**src/sv/ffpa_pkg.sv**
```systemverilog
`default_nettype none
package ffpa_pkg;
  localparam int unsigned KindW  = 1;
  localparam int unsigned StartW = 8;
  localparam int unsigned CountW = 9;
  localparam int unsigned StatW  = 3;

  typedef enum logic [StatW-1:0] {
    ST_OK         = 3'd0,
    ST_ZERO       = 3'd1,
    ST_EXHAUSTED  = 3'd2,
    ST_TABLE_FULL = 3'd3,
    ST_NO_MATCH   = 3'd4
  } status_t;

  localparam logic KIND_ALLOC = 1'b0;
  localparam logic KIND_FREE  = 1'b1;

  // controller -> datapath
  typedef struct packed {
    logic load;       // capture request
    logic scan_clr;   // clear scan counters
    logic page_step;  // advance page scan
    logic rec_step;   // advance record scan
    logic mark_step;  // write one page of the run
    logic mark_init;  // load page cursor for marking
    logic commit;     // write record / update totals
    logic out_load;   // register result
    logic clear_step; // page map clearing sweep
  } dp_cmd_t;

  // datapath -> controller
  typedef struct packed {
    logic is_free;
    logic zero;
    logic too_big;
    logic run_found;
    logic page_done;
    logic slot_found;
    logic match_found;
    logic rec_done;
    logic mark_done;
    logic clear_done;
  } dp_stat_t;
endpackage
`default_nettype wire

```
**src/sv/ffpa_if.sv**
```systemverilog
`default_nettype none
interface ffpa_req_if #(parameter int OWNER_WIDTH = 16);
  logic                          valid;
  logic                          ready;
  logic [ffpa_pkg::KindW-1:0]    kind;
  logic [OWNER_WIDTH-1:0]        owner_id;
  logic [ffpa_pkg::StartW-1:0]   start_page;
  logic [ffpa_pkg::CountW-1:0]   num_pages;
  modport source (output valid, kind, owner_id, start_page, num_pages, input ready);
  modport sink   (input valid, kind, owner_id, start_page, num_pages, output ready);
endinterface

interface ffpa_rsp_if;
  logic                          valid;
  logic                          ready;
  logic [ffpa_pkg::StatW-1:0]    status;
  logic [ffpa_pkg::StartW-1:0]   granted_page;
  logic [ffpa_pkg::CountW-1:0]   free_pages;
  logic [ffpa_pkg::CountW-1:0]   used_pages;
  modport source (output valid, status, granted_page, free_pages, used_pages, input ready);
  modport sink   (input valid, status, granted_page, free_pages, used_pages, output ready);
endinterface
`default_nettype wire

```
**src/sv/first_fit_page_allocator.sv**
```systemverilog
`default_nettype none
// First-fit page allocator. After reset the page map is cleared by a sweep of
// all POOL_PAGES pages, during which no item is accepted. One item is
// processed at a time: after the accept state and a decode state, an allocate
// scans the page map one page per cycle until a run fits or the map ends,
// then the record table one entry per cycle for a free slot, then marks count
// pages one per cycle, commits and loads the result. A free scans the record
// table for a matching record and then returns count pages the same way. A
// zero count, or an allocate larger than the pool, goes straight to the result.
// The result is held in an output register; the next item is taken once that
// register is free or being emptied.
module first_fit_page_allocator #(
  parameter int POOL_PAGES  = 256,
  parameter int MAX_RECORDS = 64,
  parameter int OWNER_WIDTH = 16
) (
  input wire logic   clk,
  input wire logic   rst,
  ffpa_req_if.sink   req,
  ffpa_rsp_if.source rsp
);
  ffpa_pkg::dp_cmd_t  cmd;
  ffpa_pkg::dp_stat_t stat;

  ffpa_ctrl u_ctrl (
    .clk(clk), .rst(rst), .req_valid(req.valid),
    .rsp_busy(rsp.valid && !rsp.ready), .stat(stat), .cmd(cmd)
  );

  ffpa_datapath #(
    .POOL_PAGES(POOL_PAGES), .MAX_RECORDS(MAX_RECORDS), .OWNER_WIDTH(OWNER_WIDTH)
  ) u_dp (
    .clk(clk), .rst(rst), .cmd(cmd), .stat(stat), .req(req), .rsp(rsp)
  );
endmodule
`default_nettype wire

```
**src/sv/ffpa_ram.sv**
```systemverilog
`default_nettype none
module ffpa_ram #(
  parameter int WIDTH = 8,
  parameter int DEPTH = 64
) (
  input  wire logic                     clk,
  input  wire logic                     we,
  input  wire logic [$clog2(DEPTH)-1:0] waddr,
  input  wire logic [WIDTH-1:0]         wdata,
  input  wire logic [$clog2(DEPTH)-1:0] raddr,
  output logic      [WIDTH-1:0]         rdata
);
  logic [WIDTH-1:0] mem [DEPTH];

  always_ff @(posedge clk) begin
    if (we) mem[waddr] <= wdata;
    rdata <= mem[raddr];
  end
endmodule
`default_nettype wire

```
**src/sv/ffpa_datapath.sv**
```systemverilog
`default_nettype none
module ffpa_datapath #(
  parameter int POOL_PAGES  = 256,
  parameter int MAX_RECORDS = 64,
  parameter int OWNER_WIDTH = 16
) (
  input  wire logic               clk,
  input  wire logic               rst,
  input  wire ffpa_pkg::dp_cmd_t  cmd,
  output ffpa_pkg::dp_stat_t      stat,
  ffpa_req_if.sink                req,
  ffpa_rsp_if.source              rsp
);
  localparam int PW = $clog2(POOL_PAGES);
  localparam int RW = (MAX_RECORDS > 1) ? $clog2(MAX_RECORDS) : 1;
  localparam int CW = ffpa_pkg::CountW;
  localparam int SW = ffpa_pkg::StartW;
  localparam int RECW = OWNER_WIDTH + SW + CW;
  localparam logic [PW:0] PoolLast = (PW+1)'(POOL_PAGES - 1);

  // request registers
  logic                   kind;
  logic [OWNER_WIDTH-1:0] owner;
  logic [SW-1:0]          spage;
  logic [CW-1:0]          count;

  // page map memory: bit per page
  logic [PW:0]    page_idx;     // scan cursor, one extra bit to hold the end
  logic [CW:0]    run;
  logic [PW-1:0]  run_start;
  logic           run_found;
  logic [PW:0]    mark_idx;
  logic [CW-1:0]  mark_left;
  logic [PW:0]    clr_idx;
  logic           clear_done;
  logic           pm_we;
  logic [PW-1:0]  pm_waddr;
  logic           pm_wdata;
  logic           pm_rdata;
  logic           pm_rd_ok;     // read data belongs to previous page_idx
  logic [PW:0]    pm_rd_idx;

  // record table
  logic [MAX_RECORDS-1:0] rec_valid;
  logic [RW:0]            rec_idx;
  logic [RW-1:0]          slot;
  logic                   slot_found;
  logic [RW-1:0]          match;
  logic                   match_found;
  logic                   rec_rd_ok;
  logic [RW-1:0]          rec_rd_idx;
  logic [RECW-1:0]        rec_rdata;
  logic [CW-1:0]          used;
  logic                   rsp_valid;
  logic [ffpa_pkg::StatW-1:0] rsp_status;
  logic [SW-1:0]          rsp_granted;
  logic [CW-1:0]          rsp_free;
  logic [CW-1:0]          rsp_used;

  assign req.ready = cmd.load;

  always_ff @(posedge clk) begin
    if (cmd.load) begin
      kind  <= req.kind;
      owner <= req.owner_id;
      spage <= req.start_page;
      count <= req.num_pages;
    end
  end

  // page map write mux: clearing sweep or marking the run
  always_comb begin
    pm_we    = 1'b0;
    pm_waddr = clr_idx[PW-1:0];
    pm_wdata = 1'b1;
    if (cmd.clear_step) begin
      pm_we = 1'b1;
    end else if (cmd.mark_step && mark_left != '0) begin
      pm_we    = (mark_idx <= PoolLast);
      pm_waddr = mark_idx[PW-1:0];
      pm_wdata = kind;  // free sets pages, allocate clears them
    end
  end

  ffpa_ram #(.WIDTH(1), .DEPTH(POOL_PAGES)) u_pmap (
    .clk(clk), .we(pm_we), .waddr(pm_waddr), .wdata(pm_wdata),
    .raddr(page_idx[PW-1:0]), .rdata(pm_rdata)
  );

  ffpa_ram #(.WIDTH(RECW), .DEPTH(1 << RW)) u_rec (
    .clk(clk), .we(cmd.commit && kind == ffpa_pkg::KIND_ALLOC),
    .waddr(slot), .wdata({owner, SW'(run_start), count}),
    .raddr(rec_idx[RW-1:0]), .rdata(rec_rdata)
  );

  always_ff @(posedge clk) begin
    if (rst) begin
      clr_idx    <= '0;
      clear_done <= 1'b0;
    end else if (cmd.clear_step) begin
      clr_idx <= clr_idx + 1'b1;
      if (clr_idx == PoolLast) clear_done <= 1'b1;
    end
  end

  // first-fit page scan, one page per cycle, with a registered page map read
  always_ff @(posedge clk) begin
    if (rst) begin
      pm_rd_ok <= 1'b0;
    end else if (cmd.scan_clr) begin
      page_idx  <= '0;
      pm_rd_ok  <= 1'b0;
      run       <= '0;
      run_found <= 1'b0;
      rec_idx   <= '0;
      rec_rd_ok <= 1'b0;
      slot_found  <= 1'b0;
      match_found <= 1'b0;
    end else begin
      if (cmd.page_step) begin
        pm_rd_ok  <= (page_idx <= PoolLast);
        pm_rd_idx <= page_idx;
        if (page_idx <= PoolLast) page_idx <= page_idx + 1'b1;
        if (pm_rd_ok && !run_found) begin
          if (pm_rdata) begin
            run <= run + 1'b1;
            if (run + 1'b1 >= {1'b0, count}) begin
              run_found <= 1'b1;
              run_start <= PW'(pm_rd_idx + 1'b1 - (PW+1)'(count));
            end
          end else begin
            run <= '0;
          end
        end
      end
      if (cmd.rec_step) begin
        rec_rd_ok  <= (rec_idx < (RW+1)'(MAX_RECORDS));
        rec_rd_idx <= rec_idx[RW-1:0];
        if (rec_idx < (RW+1)'(MAX_RECORDS)) rec_idx <= rec_idx + 1'b1;
        if (!slot_found && rec_idx < (RW+1)'(MAX_RECORDS) && !rec_valid[rec_idx[RW-1:0]]) begin
          slot_found <= 1'b1;
          slot       <= rec_idx[RW-1:0];
        end
        if (rec_rd_ok && !match_found && rec_valid[rec_rd_idx] &&
            rec_rdata == {owner, spage, count}) begin
          match_found <= 1'b1;
          match       <= rec_rd_idx;
        end
      end
    end
  end

  always_ff @(posedge clk) begin
    if (cmd.mark_init) begin
      mark_idx  <= kind ? (PW+1)'(spage) : {1'b0, run_start};
      mark_left <= count;
    end else if (cmd.mark_step && mark_left != '0) begin
      mark_idx  <= mark_idx + 1'b1;
      mark_left <= mark_left - 1'b1;
    end
  end

  always_ff @(posedge clk) begin
    if (rst) begin
      rec_valid <= '0;
      used      <= '0;
    end else if (cmd.commit) begin
      if (kind == ffpa_pkg::KIND_ALLOC) begin
        rec_valid[slot] <= 1'b1;
        used <= used + count;
      end else begin
        rec_valid[match] <= 1'b0;
        used <= (count <= used) ? used - count : '0;
      end
    end
  end

  always_comb begin
    stat.is_free     = (kind == ffpa_pkg::KIND_FREE);
    stat.zero        = (count == '0);
    stat.too_big     = (count > CW'(POOL_PAGES));
    stat.run_found   = run_found;
    stat.page_done   = !pm_rd_ok && (page_idx > PoolLast);
    stat.slot_found  = slot_found;
    stat.match_found = match_found;
    stat.rec_done    = !rec_rd_ok && (rec_idx >= (RW+1)'(MAX_RECORDS));
    stat.mark_done   = (mark_left == '0);
    stat.clear_done  = clear_done;
  end

  // result register; status chosen from scan outcome
  always_ff @(posedge clk) begin
    if (rst) begin
      rsp_valid <= 1'b0;
    end else if (cmd.out_load) begin
      rsp_valid <= 1'b1;
    end else if (rsp.ready) begin
      rsp_valid <= 1'b0;
    end
  end

  always_ff @(posedge clk) begin
    if (cmd.out_load) begin
      rsp_granted <= '0;
      if (count == '0) begin
        rsp_status <= ffpa_pkg::ST_ZERO;
      end else if (kind == ffpa_pkg::KIND_FREE) begin
        rsp_status <= match_found ? ffpa_pkg::ST_OK : ffpa_pkg::ST_NO_MATCH;
      end else if (!run_found || count > CW'(POOL_PAGES)) begin
        rsp_status <= ffpa_pkg::ST_EXHAUSTED;
      end else if (!slot_found) begin
        rsp_status <= ffpa_pkg::ST_TABLE_FULL;
      end else begin
        rsp_status  <= ffpa_pkg::ST_OK;
        rsp_granted <= SW'(run_start);
      end
      rsp_used <= used;
      rsp_free <= CW'(POOL_PAGES) - used;
    end
  end

  assign rsp.valid        = rsp_valid;
  assign rsp.status       = rsp_status;
  assign rsp.granted_page = rsp_granted;
  assign rsp.free_pages   = rsp_free;
  assign rsp.used_pages   = rsp_used;

  a_used_bound: assert property (@(posedge clk) disable iff (rst)
    used <= CW'(POOL_PAGES)) else $error("used pages above pool size");
  a_commit_alloc_slot: assert property (@(posedge clk) disable iff (rst)
    cmd.commit && !kind |-> slot_found && run_found) else $error("alloc commit without slot");
  a_commit_free_match: assert property (@(posedge clk) disable iff (rst)
    cmd.commit && kind |-> match_found) else $error("free commit without match");
endmodule
`default_nettype wire

```
**src/sv/ffpa_ctrl.sv**
```systemverilog
`default_nettype none
module ffpa_ctrl (
  input  wire logic               clk,
  input  wire logic               rst,
  input  wire logic               req_valid,
  input  wire logic               rsp_busy,
  input  wire ffpa_pkg::dp_stat_t stat,
  output ffpa_pkg::dp_cmd_t       cmd
);
  typedef enum logic [7:0] {
    S_CLEAR  = 8'b0000_0001,
    S_IDLE   = 8'b0000_0010,
    S_DECIDE = 8'b0000_0100,
    S_PSCAN  = 8'b0000_1000,
    S_RSCAN  = 8'b0001_0000,
    S_MARK   = 8'b0010_0000,
    S_COMMIT = 8'b0100_0000,
    S_DONE   = 8'b1000_0000
  } state_t;

  state_t state, state_next;

  always_ff @(posedge clk) begin
    if (rst) state <= S_CLEAR;
    else     state <= state_next;
  end

  always_comb begin
    state_next = state;
    cmd = '0;
    unique case (state)
      S_CLEAR: begin
        cmd.clear_step = 1'b1;
        if (stat.clear_done) begin
          cmd.clear_step = 1'b0;
          state_next = S_IDLE;
        end
      end
      S_IDLE: begin
        cmd.load = !rsp_busy;
        if (req_valid && !rsp_busy) state_next = S_DECIDE;
      end
      S_DECIDE: begin
        cmd.scan_clr = 1'b1;
        if (stat.zero) state_next = S_DONE;
        else if (stat.is_free) state_next = S_RSCAN;
        else if (stat.too_big) state_next = S_DONE;
        else state_next = S_PSCAN;
      end
      S_PSCAN: begin
        cmd.page_step = 1'b1;
        if (stat.run_found) begin
          cmd.page_step = 1'b0;
          state_next = S_RSCAN;
        end else if (stat.page_done) begin
          state_next = S_DONE;
        end
      end
      S_RSCAN: begin
        cmd.rec_step = 1'b1;
        if (!stat.is_free && stat.slot_found) begin
          cmd.rec_step = 1'b0;
          cmd.mark_init = 1'b1;
          state_next = S_MARK;
        end else if (stat.is_free && stat.match_found) begin
          cmd.rec_step = 1'b0;
          cmd.mark_init = 1'b1;
          state_next = S_MARK;
        end else if (stat.rec_done) begin
          state_next = S_DONE;
        end
      end
      S_MARK: begin
        cmd.mark_step = 1'b1;
        if (stat.mark_done) state_next = S_COMMIT;
      end
      S_COMMIT: begin
        cmd.commit = 1'b1;
        state_next = S_DONE;
      end
      S_DONE: begin
        cmd.out_load = 1'b1;
        state_next = S_IDLE;
      end
      default: state_next = S_CLEAR;
    endcase
  end

  a_load_idle: assert property (@(posedge clk) disable iff (rst)
    cmd.load |-> state == S_IDLE) else $error("load outside idle");
  a_commit_then_done: assert property (@(posedge clk) disable iff (rst)
    cmd.commit |=> state == S_DONE) else $error("commit not followed by result");
  a_onehot: assert property (@(posedge clk) disable iff (rst)
    $onehot0({cmd.load, cmd.scan_clr, cmd.page_step, cmd.rec_step, cmd.mark_init,
              cmd.mark_step, cmd.commit, cmd.out_load, cmd.clear_step}))
    else $error("overlapping commands");
endmodule
`default_nettype wire

```
**src/flat_wrapper.sv**
```systemverilog
// flat-port wrapper written by rule: the top's interface ports become plain ports
module first_fit_page_allocator_flat 
#(
  parameter int POOL_PAGES  = 256,
  parameter int MAX_RECORDS = 64,
  parameter int OWNER_WIDTH = 16
)
  (clk, rst, req_valid, req_kind, req_owner_id, req_start_page, req_num_pages, req_ready, rsp_valid, rsp_status, rsp_granted_page, rsp_free_pages, rsp_used_pages, rsp_ready);
  ffpa_req_if #(.OWNER_WIDTH(OWNER_WIDTH)) req_i ();
  ffpa_rsp_if rsp_i ();
  input wire logic clk;
  input wire logic rst;
  input wire logic [$bits(req_i.valid)-1:0] req_valid;
  input wire logic [$bits(req_i.kind)-1:0] req_kind;
  input wire logic [$bits(req_i.owner_id)-1:0] req_owner_id;
  input wire logic [$bits(req_i.start_page)-1:0] req_start_page;
  input wire logic [$bits(req_i.num_pages)-1:0] req_num_pages;
  output wire logic [$bits(req_i.ready)-1:0] req_ready;
  output wire logic [$bits(rsp_i.valid)-1:0] rsp_valid;
  output wire logic [$bits(rsp_i.status)-1:0] rsp_status;
  output wire logic [$bits(rsp_i.granted_page)-1:0] rsp_granted_page;
  output wire logic [$bits(rsp_i.free_pages)-1:0] rsp_free_pages;
  output wire logic [$bits(rsp_i.used_pages)-1:0] rsp_used_pages;
  input wire logic [$bits(rsp_i.ready)-1:0] rsp_ready;
  assign req_i.valid = req_valid;
  assign req_i.kind = req_kind;
  assign req_i.owner_id = req_owner_id;
  assign req_i.start_page = req_start_page;
  assign req_i.num_pages = req_num_pages;
  assign req_ready = req_i.ready;
  assign rsp_valid = rsp_i.valid;
  assign rsp_status = rsp_i.status;
  assign rsp_granted_page = rsp_i.granted_page;
  assign rsp_free_pages = rsp_i.free_pages;
  assign rsp_used_pages = rsp_i.used_pages;
  assign rsp_i.ready = rsp_ready;
  first_fit_page_allocator #(.POOL_PAGES(POOL_PAGES), .MAX_RECORDS(MAX_RECORDS), .OWNER_WIDTH(OWNER_WIDTH)) u_core (.clk(clk), .rst(rst), .req(req_i), .rsp(rsp_i));
endmodule
```
**config.mk**
```make
export PLATFORM = sky130hd
export DESIGN_NAME = first_fit_page_allocator_flat
export DESIGN_NICKNAME = d
export VERILOG_FILES = /design/src/sv/ffpa_pkg.sv /design/src/sv/ffpa_if.sv /design/src/sv/first_fit_page_allocator.sv /design/src/sv/ffpa_ram.sv /design/src/sv/ffpa_datapath.sv /design/src/sv/ffpa_ctrl.sv /design/src/flat_wrapper.sv
export SDC_FILE = /design/constraint.sdc
export NUM_CORES = 2
export LEC_CHECK = 0
export BUFFER_PORTS_ARGS = -buffer_cell sky130_fd_sc_hd__buf_2
export CORE_ASPECT_RATIO = 1.5
export CORE_UTILIZATION = 50
export DETAILED_ROUTE_END_ITERATION = 12
export PLACE_DENSITY = 0.77
export RECOVER_POWER = 100
export SLEW_MARGIN = 30
export SYNTH_ARGS = -nofsm -noshare
export SYNTH_HDL_FRONTEND = slang
export SYNTH_SLANG_ARGS = --single-unit
```
**constraint.sdc**
```tcl
create_clock -name clk -period 10.3 [get_ports clk]
set_clock_uncertainty 0.05 [all_clocks]
set_input_delay 0 -clock clk [delete_from_list [all_inputs] [get_ports clk]]
set_output_delay 0 -clock clk [all_outputs]
set_load 0.02 [all_outputs]
```
; Word level (Yosys, flattened, before mapping)
; Memories as Yosys holds them, arrays and structs flattened. A register that Yosys moved wholly into a read port is not among the register bits.
; Index checks and enable logic that the tools add are counted.
[totals]
mem_count = 2
regBits = 238
mem_bits_rw = 2368
output_inout_bits = 31
in_bits = 38
[op_classes]
muxes = 75
n_addsub = 11
eq_ne = 15
bitwise_logic = 7
n_reduce_logical = 56
order_cmp = 14
[mem_list]
columns = memory, words, word_bits, rd, rd_ports_with_merged_regs, wr, line_no
row1 = u_core.u_dp.u_rec.mem, 64, 33, 1, 1, 1, ffpa_ram.sv:13  ; logic [WIDTH-1:0] mem [DEPTH];
row2 = u_core.u_dp.u_pmap.mem, 256, 1, 1, 1, 1, ffpa_ram.sv:13
[op_table]
columns = cell, n
row1 = 2-to-1 mux 8 bit, 14
row2 = 2-to-1 mux 9 bit, 8
row3 = bitwise AND 64 bit, 1
row4 = 2-to-1 mux 64 bit, 1
row5 = NOT 64 bit, 1
row6 = bitwise OR 64 bit, 1
row7 = case mux 8 bit (8 select lines), 1
row8 = 2-to-1 mux 1 bit, 38
row9 = equality test 33 bit, 1
row10 = 2-to-1 mux 10 bit, 3
row11 = "< comparator 6 x 7 -> 1 bit, second input constant", 4
row12 = "adder 9 x 1 -> 9 bit, second input constant", 3
row13 = nonzero test 2 bit, 11
row14 = AND reduction 3 bit, 7
row15 = "<= comparator 9 x 8 -> 1 bit, second input constant", 2
row16 = logical NOT 9 bit, 2
row17 = logical AND 1 bit, 16
row18 = 2-to-1 mux 7 bit, 2
row19 = binary-select mux 1 bit (select 6 bit), 2
row20 = demux 1 bit (select 6 bit), 2
row21 = ">= comparator 6 x 1 -> 1 bit, second input constant", 2
row22 = "adder 10 x 1 -> 10 bit, second input constant", 1
row23 = >= comparator 10 x 9 -> 1 bit, 1
row24 = AND reduction 5 bit, 2
row25 = 36 further kinds, 52

; Longest topological paths before layout
[depth]
ltp_word = 7
mapped_depth = 12
depth_no_buf = 12

; Hierarchy
; Synthesis repeated with hierarchy kept, for this count alone.
[unflattened]
cells_unflattened = 5587
area_unflattened_um2 = 105177.1
[by_module_without_submodules]
columns = module, area_per_inst_um2, seq_area_each_um2, n_inst, cells_per_inst
row1 = ffpa_ram at u_core.u_dp.u_rec, 81192.9, 64081.5, 1, 3598
row2 = ffpa_datapath, 12171.7, 6025.8, 1, 1118
row3 = ffpa_ram at u_core.u_dp.u_pmap, 11128.2, 7707.4, 1, 788
row4 = ffpa_ctrl, 670.6, 160.2, 1, 82
row5 = first_fit_page_allocator, 13.8, 0.0, 1, 1

; Worst setup path before layout
; OpenSTA, ideal clock, no wires.
[synth_path]
kind = register to register
startpoint = register u_core.u_dp.mark_left[0]
endpoint = memory u_core.u_dp.u_pmap.mem[0], data pin
synth_period_minus_slack_ns = 4.373
arrival_ns = 3.769
stages_incl_launch_ff = 9
slack_ns = 5.927
cell_sequence = edfxtp_1 -> inv_1 -> ha_1 -> or3b_1 -> or3_4 -> o41ai_4 -> buf_4 -> buf_4 -> or2_2
[synth_between]
elab_chain_cells = 4
[synth_lines]
columns = item, line_no
row1 = "start, declared", ffpa_datapath.sv:33  ; logic [CW-1:0] mark_left;
row2 = "start signal, assigned", ffpa_datapath.sv:156  ; mark_left <= count;
row3 = "start signal, assigned", ffpa_datapath.sv:159  ; mark_left <= mark_left - 1'b1;
row4 = nonzero test 9 bit, ffpa_datapath.sv:78  ; end else if (cmd.mark_step && mark_left != '0) begin
row5 = logical AND 1 bit, ffpa_datapath.sv:78
row6 = 2-to-1 mux 1 bit, ffpa_datapath.sv:78
row7 = 2-to-1 mux 1 bit, ffpa_datapath.sv:76  ; if (cmd.clear_step) begin
row8 = via u_core.u_dp.pm_wdata, ffpa_datapath.sv:38  ; logic pm_wdata;
row9 = "end, declared", ffpa_ram.sv:13
; The timed path passes the listed nets, and every way through them passes these cells.

; Worst setup path after layout
[layout_path]
startpoint = register u_core.u_ctrl.state[7]
endpoint = memory u_core.u_dp.u_rec.mem[21][21] in the netlist's numbering, enable pin
[layout_between]
elab_chain_cells = 5
[layout_lines]
columns = item, line_no
row1 = "start, declared", ffpa_ctrl.sv:21  ; state_t state, state_next;
row2 = "start signal, assigned", ffpa_ctrl.sv:25  ; else state <= state_next;
row3 = equality test 8 x 7 -> 1 bit, ffpa_ctrl.sv:31  ; unique case (state)
row4 = 2-to-1 mux 1 bit, ffpa_ctrl.sv:31
row5 = logical AND 1 bit, ffpa_datapath.sv:91  ; .clk(clk), .we(cmd.commit && kind == ffpa_pkg::KIND_ALLOC),
row6 = 2-to-1 mux 1 bit, ffpa_ram.sv:16  ; if (we) mem[waddr] <= wdata;
row7 = 2-to-1 mux 1 bit (not written as such), ffpa_ram.sv:16
row8 = "end, declared", ffpa_ram.sv:13
; No other way between the ends.

==> out/summary.txt <==
Fillers -> 14636
Reg-to-reg slack, setup -> 2.74 ns
Buffers added on ports -> 68
Initial Util -> 50.4%
Min Hold Slack -> 0.191 ns
Leakage -> 36.3 nW
Max cap viols -> 157
R2r startpoint -> u_core.u_ctrl.state[7]
Ys flop type -> edfxtp_1
Tcrit/Tclk final -> 73.4%
Worst vdd ir -> 0.000149 V
Die Y -> 561 µm
Sequential cell area -> 78000 µm²
Layout cells sized above 1 -> 22.7%
Post-synth top area share -> 72.4%
Synth Instances -> 4966
Worst-path clk slew -> 0.07 ns
CTS Buffer Depth -> 4
Power Total -> 0.0210 W
Crit. Startpoint -> u_core.u_ctrl.state[7]
Failing checks -> capacitance limit, slew limit
Pin count of the biggest net entering global routing -> 144
Slew HR -> -199%
Seq/Total Area, Yosys -> 74.9%
Slew Limit Fails -> 4802
Avg Inst Size Synth -> 21.0 µm²
Post-layout util -> 56.1%
Critical Path Start Type -> register
Die area -> 210000 µm²
CP Class -> reg2reg
CTS resizes -> 0
Grt total ovfl -> 0
Initial DRT Pass Iterations -> 6
Final setup fails -> 0
Clk_lat worst skew -> 0.89 ns
Crit path max-delay cell type -> nor2_1
Nets -> 5318
TritonCTS Sinks -> 2639
First-pass GRT wire length -> 398000 µm
Initial antenna violation count -> 7
# Post-CTS Setup Buffers -> 0
Critical path fanouts, max -> 19
Syn Nets -> 5056
Synth top cells by count -> edfxtp_1, mux4_2, nor2_1
Async set-or-reset flop fraction in the synthesized netlist -> 0%
Residual DRC -> 0
Crit-path cells -> nor4_1 -> and2_0 -> nand3b_1 -> nor3b_1 -> nand2_1 -> nor2_1 -> clkbuf_1
IO Pins -> 69
R2R cell count -> 7
EDFF count, synth -> 2512
Area contributors post-synth -> edfxtp_1, mux4_2, dfxtp_1
Arrival time at the worst endpoint -> 7.94 ns
Critical path's largest stage delay -> 2.28 ns
CP endpoint kind -> register
Total GRT Usage -> 26.8%
WP data required -> 10.68 ns
Vias in the first global route -> 54849
Count leader, synth -> edfxtp_1
Synth area leader -> edfxtp_1
P&R area growth vs syn -> 11.4%
CTS tree -> done
Vias/cell -> 6.62
Antenna-violating nets left -> 0
Clock Tree Root -> clkbuf_16
Synth unique cells -> 72
Power per cell area -> 181 nW/µm²
Setup TNS -> 0 ns
Routed len/inst -> 34.8 µm
Final hold vios -> 0
Core Footprint -> 206000 µm²
DPL Wire Length -> 155000 µm
RSZ-0062 raised after global routing -> no
Worst slew pin tran -> 4.49 ns
Final Critical Period -> 7.56 ns
Cell row count -> 204
Status -> finished with violations
Initial drt markers -> 7534
Cell Area, Synth -> 104000 µm²
Routability congestion estimate -> 0.902
DIE WIDTH -> 375 µm
Routed WL -> 282000 µm
Maximum clock rate -> 132 MHz
Area of the multi-input gates -> 24900 µm²
Flops & latches, synth -> 2639
H-tree depth -> 4
Tightest Hold Check Type -> in2reg
Ys Warns -> 0
CP endpoint -> u_core.u_dp.u_rec.mem[21][21]
DR vias -> 53634
Num CTS Buffers -> 233
Reg2reg end -> u_core.u_dp.u_rec.mem[21][21]
Hold Path Stages -> 6
## registers in the layout (all words and copies together) (netlist names), 10 cells and up
register and count:
u_core.u_dp.owner 16, u_core.u_dp.run 10, u_core.u_dp.rec_valid 64, u_core.u_dp.u_pmap.mem 256, u_core.u_dp.u_rec.rdata 33, u_core.u_dp.u_rec.mem 2112
## per-layer routing
metal	wire length, µm	vias to the layer above	global-route usage [%]
li1	-	20934	-
met4	20900	0	17.1
met2	142000	3876	45.3
met3	27500	949	5.52
met1	91600	27875	31.3
met5	0	-	0
## what timing repair did
action	in CTS	in global routing
endpoints found under the setup margin	0	0
hold buffers	74	0
endpoints found under the hold margin	136	0
## per-stage QoR
| step | worst slack, ns | instances | cell area, µm² |
|---|---|---|---|
| global placement | 5.35 | 7591 | 108000 |
| floorplan | 5.93 | 4966 | 104000 |
| global route | 2.70 | 8098 | 116000 |
| detailed placement | 5.30 | 7592 | 108000 |
| CTS | 5.25 | 8090 | 117000 |
| finish | 2.74 | 8102 | 116000 |
## cell families (layout without fill, tap and decap cells)
family	Yosys count	count (layout)	share of synthesized area, %
fa+ha+maj	52	52	0.647
xor+xnor	101	101	0.850
compound gates	240	240	1.52
flops	2639	2639	74.9
other cells	0	7	0
buf+inv	316	767	1.25
mux	825	825	17.4
simple gates	793	793	3.43
## report_power, final
group	switching, W	internal, W	total, W
clock network	0.00392	0.00499	0.00890
logic	0.000292	0.0000967	0.000389
registers	0.0000206	0.0117	0.0117
total	0.00423	0.0167	0.0210
## area by class of cell
| type | instances | area share (%) |
|---|---|---|
| antenna | 7 | 0.0151 |
| tap | 2678 | 2.89 |
| timing repair buffer | 298 | 1.61 |
| sequential | 2639 | 67.3 |
| clock buffer | 303 | 5.48 |
| clock inverter | 121 | 1.15 |
| multi-input combinational | 2011 | 21.4 |
| inverter | 45 | 0.148 |
## layout by cell type, fill, tap and decap left out, types with 7 or more instances in the layout
cell type,synthesis,final
a21oi_1,79,79
nand3_1,38,38
clkinvlp_4,0,14
bufinv_16,0,25
clkinv_1,0,32
nand2b_1,14,14
nor2b_1,28,28
inv_1,44,43
dfxtp_1,127,127
a21o_1,9,9
clkbuf_16,0,237
mux4_2,789,789
and2_0,0,9
nand3b_1,15,15
clkinv_2,0,33
buf_2,74,30
dlygate4sd3_1,0,74
nand2_1,96,100
buf_4,5,25
edfxtp_1,2512,2512
clkbuf_1,169,206
a22oi_1,21,21
nor2_1,474,468
nor3_1,23,22
nor4_1,8,9
and3_1,16,16
a211oi_1,55,55
diode_2,0,7
nand4_1,23,23
xnor2_1,74,74
xor2_1,27,27
clkbuf_8,0,18
o21ai_0,28,30
mux2i_1,34,34
ha_1,49,49
## how the worst min path moves through the flow
stage	from	slack [ns]	to
after floorplan	req_num_pages[0]	0.05	u_core.u_dp.count[0]
after global placement	req_owner_id[12]	0.13	u_core.u_dp.owner[12]
after detailed placement	req_owner_id[4]	0.13	u_core.u_dp.owner[4]
after CTS	req_valid	0.16	u_core.u_ctrl.state[3]
after global routing	req_valid	0.26	u_core.u_ctrl.state[3]
final	req_valid	0.19	u_core.u_ctrl.state[3]
## worst max-delay path, delay by kind of cell, from the launching register on
kind | cells | cell delay (ns)
buffers and inverters | 1 | 1.46
AND/OR/NAND/NOR | 6 | 5.15
flip-flops | 1 | 0.36
(Power assumes the default switching activity.)
